### config.mk
export PLATFORM = sky130hd
export DESIGN_NAME = task_scheduler_sleep_queue
export DESIGN_NICKNAME = d
export VERILOG_FILES = /design/src/rtl/core/tssq_pkg.sv /design/src/rtl/core/tssq_ram.sv /design/src/rtl/core/task_scheduler_sleep_queue.sv
export SDC_FILE = /design/constraint.sdc
export NUM_CORES = 2
export LEC_CHECK = 0
export BUFFER_PORTS_ARGS = -buffer_cell sky130_fd_sc_hd__buf_2
export CAP_MARGIN = 40
export CORE_MARGIN = 8
export CORE_UTILIZATION = 39
export DETAILED_ROUTE_END_ITERATION = 7
export HOLD_SLACK_MARGIN = 0.1
export MAX_ROUTING_LAYER = met4
export PLACE_DENSITY = 0.56
export SETUP_SLACK_MARGIN = 0.4
export SLEW_MARGIN = 20
export SYNTH_ARGS = -nofsm -noshare
export SYNTH_HDL_FRONTEND = slang
export SYNTH_HIERARCHICAL = 1
export SYNTH_SLANG_ARGS = --single-unit
### constraint.sdc
create_clock -name aclk -period 7.82 [get_ports aclk]
set_input_delay 0 -clock aclk [delete_from_list [all_inputs] [get_ports aclk]]
set_output_delay 0 -clock aclk [all_outputs]
set_load 0.005 [all_outputs]
### src/rtl/core/tssq_pkg.sv
// Package with the word types, operation codes and task state codes of the scheduler.
`default_nettype none
package tssq_pkg;

    localparam int SLOT_W = 6;

    localparam logic [2:0] KIND_CREATE  = 3'd0;
    localparam logic [2:0] KIND_YIELD   = 3'd1;
    localparam logic [2:0] KIND_BLOCK   = 3'd2;
    localparam logic [2:0] KIND_UNBLOCK = 3'd3;
    localparam logic [2:0] KIND_SLEEP   = 3'd4;
    localparam logic [2:0] KIND_TICK    = 3'd5;

    localparam logic [2:0] ST_RUNNING  = 3'd1;
    localparam logic [2:0] ST_READY    = 3'd2;
    localparam logic [2:0] ST_BLOCKED  = 3'd3;
    localparam logic [2:0] ST_WAITING  = 3'd4;
    localparam logic [2:0] ST_SLEEPING = 3'd5;

    localparam logic [1:0] STATUS_OK     = 2'd0;
    localparam logic [1:0] STATUS_FULL   = 2'd1;
    localparam logic [1:0] STATUS_UNUSED = 2'd2;

    localparam logic CFG_TICK_PERIOD = 1'b0;
    localparam logic CFG_IDLE_SLOT   = 1'b1;

    typedef struct packed {
        logic [2:0]        kind;
        logic [SLOT_W-1:0] slot;
        logic [7:0]        priority_req;
        logic [2:0]        block_state;
        logic [31:0]       sleep_ms;
    } in_word_t;

    typedef struct packed {
        logic [SLOT_W-1:0] running_slot;
        logic              switched;
        logic [SLOT_W-1:0] created_slot;
        logic [6:0]        woken_count;
        logic [1:0]        status;
    } out_word_t;

endpackage
`default_nettype wire

### src/rtl/core/tssq_ram.sv
// Generic simple dual-port RAM with one write port and one registered read port.
`default_nettype none
module tssq_ram #(
    parameter int WIDTH = 8,
    parameter int DEPTH = 64
) (
    input  wire logic                     aclk,
    input  wire logic                     we,
    input  wire logic [$clog2(DEPTH)-1:0] waddr,
    input  wire logic [WIDTH-1:0]         wdata,
    input  wire logic [$clog2(DEPTH)-1:0] raddr,
    output logic      [WIDTH-1:0]         rdata
);
    logic [WIDTH-1:0] mem [DEPTH];

    always_ff @(posedge aclk) begin
        if (we) begin
            mem[waddr] <= wdata;
        end
        rdata <= mem[raddr];
    end
endmodule
`default_nettype wire

### src/rtl/core/task_scheduler_sleep_queue.sv
// Time-slice task scheduler with a sleep queue, top level.
// Create scans for a free slot; block and unblock write the state, and a block of the
// current task then scans for the next one; yield, sleep and tick scan the task table.
// The block takes one word at a time; the slot scan through the single read port of the
// task table sets the pace, and sleep adds a 32-step restoring divider.
// Reset (aresetn low, synchronous) clears the used marks, the current task, the tick
// counter and the control state; the task table memories are not cleared and need no pass.
`default_nettype none
module task_scheduler_sleep_queue #(
    parameter int TASK_SLOTS = 64
) (
    input  wire logic                aclk,
    input  wire logic                aresetn,
    input  wire logic                s_valid,
    output logic                     s_ready,
    input  wire tssq_pkg::in_word_t  s_data,
    output logic                     m_valid,
    input  wire logic                m_ready,
    output tssq_pkg::out_word_t      m_data,
    input  wire logic                cfg_valid,
    output logic                     cfg_ready,
    input  wire logic                cfg_index,
    input  wire logic [9:0]          cfg_data
);
    import tssq_pkg::*;

    localparam int SW = $clog2(TASK_SLOTS);
    localparam logic [SW-1:0] LAST = SW'(TASK_SLOTS - 1);

    // One-hot sequencer states.
    typedef enum logic [9:0] {
        S_IDLE     = 10'b0000000001,
        S_CREATE   = 10'b0000000010,
        S_DIV      = 10'b0000000100,
        S_SLEEP_WR = 10'b0000001000,
        S_SCAN     = 10'b0000010000,
        S_CUR_RD   = 10'b0000100000,
        S_CUR_WR   = 10'b0001000000,
        S_BEST_WR  = 10'b0010000000,
        S_TICK     = 10'b0100000000,
        S_RESP     = 10'b1000000000
    } fsm_t;

    fsm_t state_reg, state_next;
    in_word_t req_reg, req_next;
    out_word_t out_reg, out_next;
    logic m_valid_reg, m_valid_next;
    logic [9:0] tp_reg, tp_next;
    logic [SLOT_W-1:0] idle_reg, idle_next;
    logic used_reg [TASK_SLOTS];
    logic used_next [TASK_SLOTS];
    logic [SW-1:0] cur_reg, cur_next;
    logic cv_reg, cv_next;
    logic [31:0] now_reg, now_next;
    logic [SW:0] scan_cnt_reg, scan_cnt_next;
    logic pipe_vld_reg, pipe_vld_next;
    logic [SW-1:0] pipe_idx_reg, pipe_idx_next;
    logic [SW-1:0] best_reg, best_next;
    logic [31:0] best_ticks_reg, best_ticks_next;
    logic found_reg, found_next;
    logic [31:0] q_reg, q_next;
    logic [10:0] rem_reg, rem_next;
    logic [4:0] div_cnt_reg, div_cnt_next;
    logic switched_reg, switched_next;
    logic [SLOT_W-1:0] created_reg, created_next;
    logic [6:0] woken_reg, woken_next;
    logic [1:0] status_reg, status_next;

    // Task table: state, tick count (or wake tick while asleep) and priority.
    logic st_we, tk_we, pr_we;
    logic [SW-1:0] st_waddr, tk_waddr, pr_waddr, raddr;
    logic [2:0] st_wdata, st_rdata;
    logic [31:0] tk_wdata, tk_rdata;
    logic [7:0] pr_wdata, pr_rdata;

    tssq_ram #(.WIDTH(3), .DEPTH(TASK_SLOTS)) u_state_ram (
        .aclk(aclk), .we(st_we), .waddr(st_waddr), .wdata(st_wdata),
        .raddr(raddr), .rdata(st_rdata)
    );
    tssq_ram #(.WIDTH(32), .DEPTH(TASK_SLOTS)) u_ticks_ram (
        .aclk(aclk), .we(tk_we), .waddr(tk_waddr), .wdata(tk_wdata),
        .raddr(raddr), .rdata(tk_rdata)
    );
    tssq_ram #(.WIDTH(8), .DEPTH(TASK_SLOTS)) u_prio_ram (
        .aclk(aclk), .we(pr_we), .waddr(pr_waddr), .wdata(pr_wdata),
        .raddr(raddr), .rdata(pr_rdata)
    );

    assign s_ready   = (state_reg == S_IDLE);
    assign m_valid   = m_valid_reg;
    assign m_data    = out_reg;
    assign cfg_ready = 1'b1;

    // Helper values used by several states.
    logic [SW-1:0] in_idx, pidx, cidx;
    logic in_slot_ok, idle_ok, scan_done, cand, wake;
    logic [9:0] period;
    logic [10:0] rem_sh;
    logic [31:0] sleep_len;
    logic [2:0] cur_st;

    always_comb begin
        in_idx     = SW'(s_data.slot);
        in_slot_ok = (32'(s_data.slot) < 32'(TASK_SLOTS)) && used_reg[in_idx];
        idle_ok    = (32'(idle_reg) < 32'(TASK_SLOTS)) && used_reg[SW'(idle_reg)];
        pidx       = pipe_idx_reg;
        cidx       = scan_cnt_reg[SW-1:0];
        scan_done  = pipe_vld_reg && (pipe_idx_reg == LAST);
        period     = (tp_reg == 10'd0) ? 10'd1 : tp_reg;
        rem_sh     = {rem_reg[9:0], q_reg[31]};
        sleep_len  = (q_reg == 32'd0) ? 32'd1 : q_reg;
        // A candidate is a ready, used slot that is not the current task.
        cand = used_reg[pidx] && (st_rdata == ST_READY) && !(cv_reg && pidx == cur_reg);
        wake = used_reg[pidx] && (st_rdata == ST_SLEEPING) && (tk_rdata <= now_reg);
        cur_st = st_rdata;

        state_next      = state_reg;
        req_next        = req_reg;
        out_next        = out_reg;
        m_valid_next    = m_valid_reg;
        tp_next         = tp_reg;
        idle_next       = idle_reg;
        used_next       = used_reg;
        cur_next        = cur_reg;
        cv_next         = cv_reg;
        now_next        = now_reg;
        scan_cnt_next   = scan_cnt_reg;
        pipe_vld_next   = 1'b0;
        pipe_idx_next   = pipe_idx_reg;
        best_next       = best_reg;
        best_ticks_next = best_ticks_reg;
        found_next      = found_reg;
        q_next          = q_reg;
        rem_next        = rem_reg;
        div_cnt_next    = div_cnt_reg;
        switched_next   = switched_reg;
        created_next    = created_reg;
        woken_next      = woken_reg;
        status_next     = status_reg;

        st_we = 1'b0; st_waddr = cur_reg; st_wdata = ST_READY;
        tk_we = 1'b0; tk_waddr = cur_reg; tk_wdata = 32'd0;
        pr_we = 1'b0; pr_waddr = cur_reg; pr_wdata = 8'd0;
        raddr = (state_reg == S_CUR_RD) ? cur_reg : cidx;

        if (m_valid_reg && m_ready) begin
            m_valid_next = 1'b0;
        end

        if (cfg_valid) begin
            case (cfg_index)
                CFG_TICK_PERIOD: tp_next = cfg_data;
                CFG_IDLE_SLOT:   idle_next = cfg_data[SLOT_W-1:0];
                default: ;
            endcase
        end

        case (state_reg)
            S_IDLE: begin
                if (s_valid) begin
                    req_next      = s_data;
                    switched_next = 1'b0;
                    created_next  = '0;
                    woken_next    = '0;
                    status_next   = STATUS_OK;
                    scan_cnt_next = '0;
                    found_next    = 1'b0;
                    state_next    = S_RESP;
                    case (s_data.kind)
                        KIND_CREATE: state_next = S_CREATE;
                        KIND_YIELD:  state_next = S_SCAN;
                        KIND_BLOCK: begin
                            if (!in_slot_ok) begin
                                status_next = STATUS_UNUSED;
                            end else begin
                                st_we    = 1'b1;
                                st_waddr = in_idx;
                                st_wdata = (s_data.block_state == ST_WAITING) ?
                                           ST_WAITING : ST_BLOCKED;
                                if (cv_reg && cur_reg == in_idx) begin
                                    state_next = S_SCAN;
                                end
                            end
                        end
                        KIND_UNBLOCK: begin
                            if (!in_slot_ok) begin
                                status_next = STATUS_UNUSED;
                            end else begin
                                st_we    = 1'b1;
                                st_waddr = in_idx;
                                st_wdata = ST_READY;
                            end
                        end
                        KIND_SLEEP: begin
                            if (!(cv_reg && used_reg[cur_reg])) begin
                                status_next = STATUS_UNUSED;
                            end else begin
                                q_next       = s_data.sleep_ms;
                                rem_next     = '0;
                                div_cnt_next = '0;
                                state_next   = S_DIV;
                            end
                        end
                        KIND_TICK: begin
                            now_next   = now_reg + 32'd1;
                            state_next = S_TICK;
                        end
                        default: ;
                    endcase
                end
            end

            S_CREATE: begin
                if (!used_reg[cidx]) begin
                    used_next[cidx] = 1'b1;
                    st_we = 1'b1; st_waddr = cidx; st_wdata = ST_READY;
                    tk_we = 1'b1; tk_waddr = cidx; tk_wdata = 32'(req_reg.priority_req);
                    pr_we = 1'b1; pr_waddr = cidx; pr_wdata = req_reg.priority_req;
                    created_next = SLOT_W'(cidx);
                    state_next   = S_RESP;
                end else if (cidx == LAST) begin
                    status_next = STATUS_FULL;
                    state_next  = S_RESP;
                end else begin
                    scan_cnt_next = scan_cnt_reg + 1'b1;
                end
            end

            // Restoring division, one quotient bit per cycle.
            S_DIV: begin
                if (rem_sh >= {1'b0, period}) begin
                    rem_next = rem_sh - {1'b0, period};
                    q_next   = {q_reg[30:0], 1'b1};
                end else begin
                    rem_next = rem_sh;
                    q_next   = {q_reg[30:0], 1'b0};
                end
                div_cnt_next = div_cnt_reg + 5'd1;
                if (div_cnt_reg == 5'd31) begin
                    state_next = S_SLEEP_WR;
                end
            end

            S_SLEEP_WR: begin
                tk_we = 1'b1; tk_waddr = cur_reg; tk_wdata = now_reg + sleep_len;
                st_we = 1'b1; st_waddr = cur_reg; st_wdata = ST_SLEEPING;
                scan_cnt_next = '0;
                found_next    = 1'b0;
                state_next    = S_SCAN;
            end

            // Reads are issued one slot ahead of the compare.
            S_SCAN: begin
                if (32'(scan_cnt_reg) < 32'(TASK_SLOTS)) begin
                    pipe_vld_next = 1'b1;
                    pipe_idx_next = cidx;
                    scan_cnt_next = scan_cnt_reg + 1'b1;
                end
                if (pipe_vld_reg && cand && (!found_reg || tk_rdata > best_ticks_reg)) begin
                    best_next       = pidx;
                    best_ticks_next = tk_rdata;
                    found_next      = 1'b1;
                end
                if (scan_done) begin
                    if (!found_next && idle_ok) begin
                        best_next  = SW'(idle_reg);
                        found_next = 1'b1;
                    end
                    state_next = cv_reg ? S_CUR_RD : S_BEST_WR;
                end
            end

            S_CUR_RD: state_next = S_CUR_WR;

            // A running outgoing task goes back to ready (other states stay) and refills an empty
            // timeslice; with nothing else to run a running or ready task keeps running.
            S_CUR_WR: begin
                st_we = 1'b1;
                st_waddr = cur_reg;
                st_wdata = (cur_st == ST_RUNNING) ? ST_READY : cur_st;
                if (!found_reg && (cur_st == ST_RUNNING || cur_st == ST_READY)) begin
                    st_wdata = ST_RUNNING;
                end
                if (tk_rdata == 32'd0) begin
                    tk_we = 1'b1; tk_waddr = cur_reg; tk_wdata = 32'(pr_rdata);
                end
                state_next = S_BEST_WR;
            end

            S_BEST_WR: begin
                if (found_reg) begin
                    st_we = 1'b1; st_waddr = best_reg; st_wdata = ST_RUNNING;
                    switched_next = !cv_reg || (best_reg != cur_reg);
                    cur_next = best_reg;
                    cv_next  = 1'b1;
                end
                state_next = S_RESP;
            end

            S_TICK: begin
                if (32'(scan_cnt_reg) < 32'(TASK_SLOTS)) begin
                    pipe_vld_next = 1'b1;
                    pipe_idx_next = cidx;
                    scan_cnt_next = scan_cnt_reg + 1'b1;
                end
                if (pipe_vld_reg && wake) begin
                    st_we = 1'b1; st_waddr = pidx; st_wdata = ST_READY;
                    tk_we = 1'b1; tk_waddr = pidx; tk_wdata = 32'd0;
                    if (woken_reg != 7'd127) begin
                        woken_next = woken_reg + 7'd1;
                    end
                end
                if (scan_done) begin
                    state_next = S_RESP;
                end
            end

            S_RESP: begin
                if (!m_valid_reg || m_ready) begin
                    out_next.running_slot = SLOT_W'(cur_reg);
                    out_next.switched     = switched_reg;
                    out_next.created_slot = created_reg;
                    out_next.woken_count  = woken_reg;
                    out_next.status       = status_reg;
                    m_valid_next = 1'b1;
                    state_next   = S_IDLE;
                end
            end

            default: state_next = S_IDLE;
        endcase
    end

    always_ff @(posedge aclk) begin
        if (!aresetn) begin
            state_reg    <= S_IDLE;
            m_valid_reg  <= 1'b0;
            tp_reg       <= 10'd10;
            idle_reg     <= '0;
            cur_reg      <= '0;
            cv_reg       <= 1'b0;
            now_reg      <= '0;
            pipe_vld_reg <= 1'b0;
            for (int i = 0; i < TASK_SLOTS; i++) begin
                used_reg[i] <= 1'b0;
            end
        end else begin
            state_reg    <= state_next;
            m_valid_reg  <= m_valid_next;
            tp_reg       <= tp_next;
            idle_reg     <= idle_next;
            cur_reg      <= cur_next;
            cv_reg       <= cv_next;
            now_reg      <= now_next;
            pipe_vld_reg <= pipe_vld_next;
            used_reg     <= used_next;
        end
        req_reg        <= req_next;
        out_reg        <= out_next;
        scan_cnt_reg   <= scan_cnt_next;
        pipe_idx_reg   <= pipe_idx_next;
        best_reg       <= best_next;
        best_ticks_reg <= best_ticks_next;
        found_reg      <= found_next;
        q_reg          <= q_next;
        rem_reg        <= rem_next;
        div_cnt_reg    <= div_cnt_next;
        switched_reg   <= switched_next;
        created_reg    <= created_next;
        woken_reg      <= woken_next;
        status_reg     <= status_next;
    end
endmodule
`default_nettype wire
==> results.txt <==
Status -> finished, final reports clean
Critical-path top delay cell -> nor3b_1
Worst Hold Slack -> 0.197 ns
Boundary Pins -> 93
Gr ovfl total -> 0
Lkg Pwr -> 44.6 nW
Top Registers -> u_ticks_ram/mem: 2048 flops, u_prio_ram/mem: 512 flops, u_state_ram/mem: 192 flops
Reg clk slew, reported paths -> 0.06 ns
DPL Wire Length -> 215 mm
Inst Count DP -> 10920
Reg2reg start -> scan_cnt_reg[4]$_SDFFCE_PN0P_
Register share of total power -> 0.436
Worst-margin pin slew -> 0.971 ns
Switch Pwr -> 12.1 mW
Register area share after synthesis -> 0.723
Tcrit/Tclk final -> 0.777
Post-synth EDFFs -> 2897
Post-Syn Instances -> 6633
Routed WL -> 342 mm
Netlist cell types -> 99
Final setup fails -> 0
Slowest stage delay, CP -> 0.67 ns
Vias -> 66900
Crit path launch -> scan_cnt_reg[4]$_SDFFCE_PN0P_
Largest fanout on the critical path -> 23
Max-Slew Margin vs Limit -> 0.336
Max-slew violation count -> 0
CP cell instances -> buf_4, nor3b_1, a32o_1, a211oi_1, o2111ai_1, or4_4, inv_2, buf_4, a222oi_1, nand2_1, nor2_1, nand2_1, buf_8, nor2_4, buf_4
Worst path bufs/invs -> 5
Worst Hold End -> state_reg[8]$_SDFFE_PN0P_
Die X -> 583 µm
Reg2Reg Setup Slack -> 1.75 ns
Max Freq -> 165 MHz
VDD IR max -> 0.243 mV
R2r endpoint -> u_ticks_ram/mem[0][18]$_DFFE_PP_
Post-synth ARST share -> 0
Delay-heaviest family, CP -> simple AND/OR/NAND/NOR gates
Via density -> 5.71
Area grow syn2layout -> 16.1%
Gpl congestion -> 0.902
Initial DRC Count -> 7475
First-pass GRT wire length -> 493 mm
Pre-antenna DRT Iters -> 6
Final-report hold violation count -> 0
CTS buffer count -> 328
Postcts setup bufs -> 0
Top reg by flops -> u_ticks_ram/mem
Critical Path Most Common Cell -> buf_4
Worst r2r path cells -> 15
CTS tree -> yes
Yosys warnings -> 6
Arrival time at the worst endpoint -> 6.66 ns
Fraction of layout cells with a size suffix above 1 -> 0.247
Syn_area_per_cell -> 18.9 µm²
Die outline height -> 583 µm
Fin crit period -> 6.07 ns
Crit Path Category -> reg2reg
Placeable Area -> 320000 µm²
Critical Path End Type -> register
Std-Cell Rows -> 208
Max Cap Viol -> 0
Syn_nets -> 6813
Nets -> 7318
Worst EP required -> 8.40 ns
TNS Setup -> 0 ns
Initial antenna violation count -> 19
Non-filler instance count after layout -> 11721
Logic pwr share -> 0.200
Power Dens Cells -> 288 nW/µm²
Mapped Area -> 125000 µm²
Input/output buffers -> 91
Worst-Skew Late Latency -> 0.91 ns
Hold Crit Class -> in2reg
Setup repair after global routing missed its margin -> no
Int Pwr -> 29.9 mW
Number of global-route vias before repair -> 66906
Drt drc -> 0
Max Root-Sink Buffers -> 4
Sink Count -> 3071
Global Route Usage Sum -> 0.202
Sw Share -> 0.288
Largest register FFs -> 2048
Hold Crit Start -> s_data[51]
H-Tree Depth -> 5
Routed Antenna Nets -> 0
Min-Delay Path Depth -> 5
#FFs+latches synth -> 3071
Skew final -> 0.0511 ns
Starting Density -> 0.391
Clk network pwr share -> 0.364
Synth Flop Type -> edfxtp_1
CTS root buf -> clkbuf_16
Largest net degree at the start of global routing -> 107
Routed wire per std cell -> 29.2 µm
Startpoint Class -> register
Die Area -> 339000 µm²
[routing by layer]
metal / track usage / share of wire
met2: 0.313 / 0.47
met3: 0.0308 / 0.074
met5: - / 0
met1: 0.280 / 0.42
met4: 0.0591 / 0.032
[stage by stage]
step           power (mW)  instance area [µm²]  setup WS [ns]  utilization
4_1_cts              42.3               145000           1.46        0.452
5_1_grt              43.4               145000           1.55        0.454
6_report             41.9               145000           1.75        0.454
3_3_place_gp         26.9               132000          0.930        0.411
3_5_place_dp         27.0               133000           1.48        0.415
2_1_floorplan        24.1               125000           1.60            -
[final cells by class]
type                       instances  area, µm²
fill                           27078     175000
tap                             4305       5390
clock buffer                     421       8750
sequential                      3071      90500
timing repair buffer             556       5290
clock inverter                   176       1790
antenna                           11       27.5
multi-input combinational       3075      33300
inverter                         106        398
[worst max path at each step]
stage / cells past startpoint / slack, ns / end
after floorplan: 9 / 1.60 / u_state_ram/mem[0][2]$_DFFE_PP_
after global placement: 14 / 0.93 / u_ticks_ram/mem[45][24]$_DFFE_PP_
after detailed placement: 15 / 1.48 / u_ticks_ram/mem[27][16]$_DFFE_PP_
after CTS: 14 / 1.46 / u_ticks_ram/mem[47][31]$_DFFE_PP_
after global routing: 15 / 1.55 / u_ticks_ram/mem[40][1]$_DFFE_PP_
final: 15 / 1.75 / u_ticks_ram/mem[0][18]$_DFFE_PP_
[kinds of logic after synthesis]
kind of cell	Yosys count	share of synthesized area
xor gates and xnor gates	87	0.00609
buffers and inverters	487	0.0180
muxes	981	0.159
other	1	0.0000300
and+or+nand+nor	1251	0.0485
AOI/OAI and AO/OA	643	0.0345
DFF	3071	0.723
adders and majority gates	112	0.0113
[timing repair]
action                                 CTS  global route
endpoints found under the hold margin  267             0
gates resized for setup                  0             0
hold buffers                           152             0
[power by group through the flow]
stage | clock network, mW | registers, mW | logic [mW]
6_report | 15.3 | 18.3 | 8.39
5_1_grt | 16.2 | 18.3 | 8.87
4_1_cts | 15.6 | 18.3 | 8.42
3_5_place_dp | 0 | 18.6 | 8.35
3_3_place_gp | 0 | 18.7 | 8.21
2_1_floorplan | 0 | 18.5 | 5.58
[placed cells by master, fill, tap and decap left out, types with 20 or more instances in the layout]
cell | Yosys | final
nor2_1 | 450 | 372
a31oi_1 | 26 | 26
mux4_2 | 797 | 797
nor3_1 | 51 | 45
clkbuf_1 | 196 | 82
buf_4 | 43 | 228
clkbuf_16 | 0 | 335
nor2_4 | 1 | 79
buf_12 | 1 | 38
xor2_1 | 27 | 27
o22ai_1 | 115 | 115
o21a_1 | 40 | 40
dlygate4sd3_1 | 0 | 152
nand4_1 | 40 | 40
buf_16 | 0 | 20
mux2i_1 | 166 | 166
nor2b_1 | 100 | 99
nand3b_1 | 24 | 24
o221ai_1 | 37 | 37
nand3_1 | 82 | 82
clkinv_2 | 0 | 56
dfxtp_1 | 174 | 173
nand2b_1 | 33 | 32
ha_1 | 110 | 110
xnor2_1 | 60 | 60
a21o_1 | 23 | 23
nor4_1 | 30 | 30
bufinv_16 | 0 | 25
buf_2 | 92 | 98
and2_1 | 56 | 48
a21boi_0 | 21 | 21
clkinv_1 | 2 | 64
a22oi_1 | 24 | 24
edfxtp_1 | 2897 | 2897
o21ai_0 | 62 | 61
inv_1 | 103 | 103
a21oi_1 | 161 | 157
nand2_1 | 271 | 271
[cell usage after synthesis, types with 23 or more instances]
cell,number,share of area
edfxtp_1,2897,0.69
mux4_2,797,0.14
nor2_1,450,0.013
nand2_1,271,0.0081
clkbuf_1,196,0.0059
dfxtp_1,174,0.028
mux2i_1,166,0.013
a21oi_1,161,0.0064
o22ai_1,115,0.0057
ha_1,110,0.011
inv_1,103,0.0031
nor2b_1,100,0.0050
buf_2,92,0.0037
nand3_1,82,0.0033
o21ai_0,62,0.0025
xnor2_1,60,0.0042
and2_1,56,0.0028
nor3_1,51,0.0020
buf_4,43,0.0026
nand4_1,40,0.0020
o21a_1,40,0.0024
o221ai_1,37,0.0026
nand2b_1,33,0.0016
buf_1,30,0.00090
nor4_1,30,0.0015
xor2_1,27,0.0019
a31oi_1,26,0.0013
a22oi_1,24,0.0014
nand3b_1,24,0.0014
a21o_1,23,0.0014
[tightest hold or removal path, delay by kind of cell]
family                 cells  cell delay (ns)
buffers and inverters      2             0.71
AND/OR/NAND/NOR            2             0.24
AO/OA/AOI/OAI              1             0.07
(Power assumes the default switching activity.)
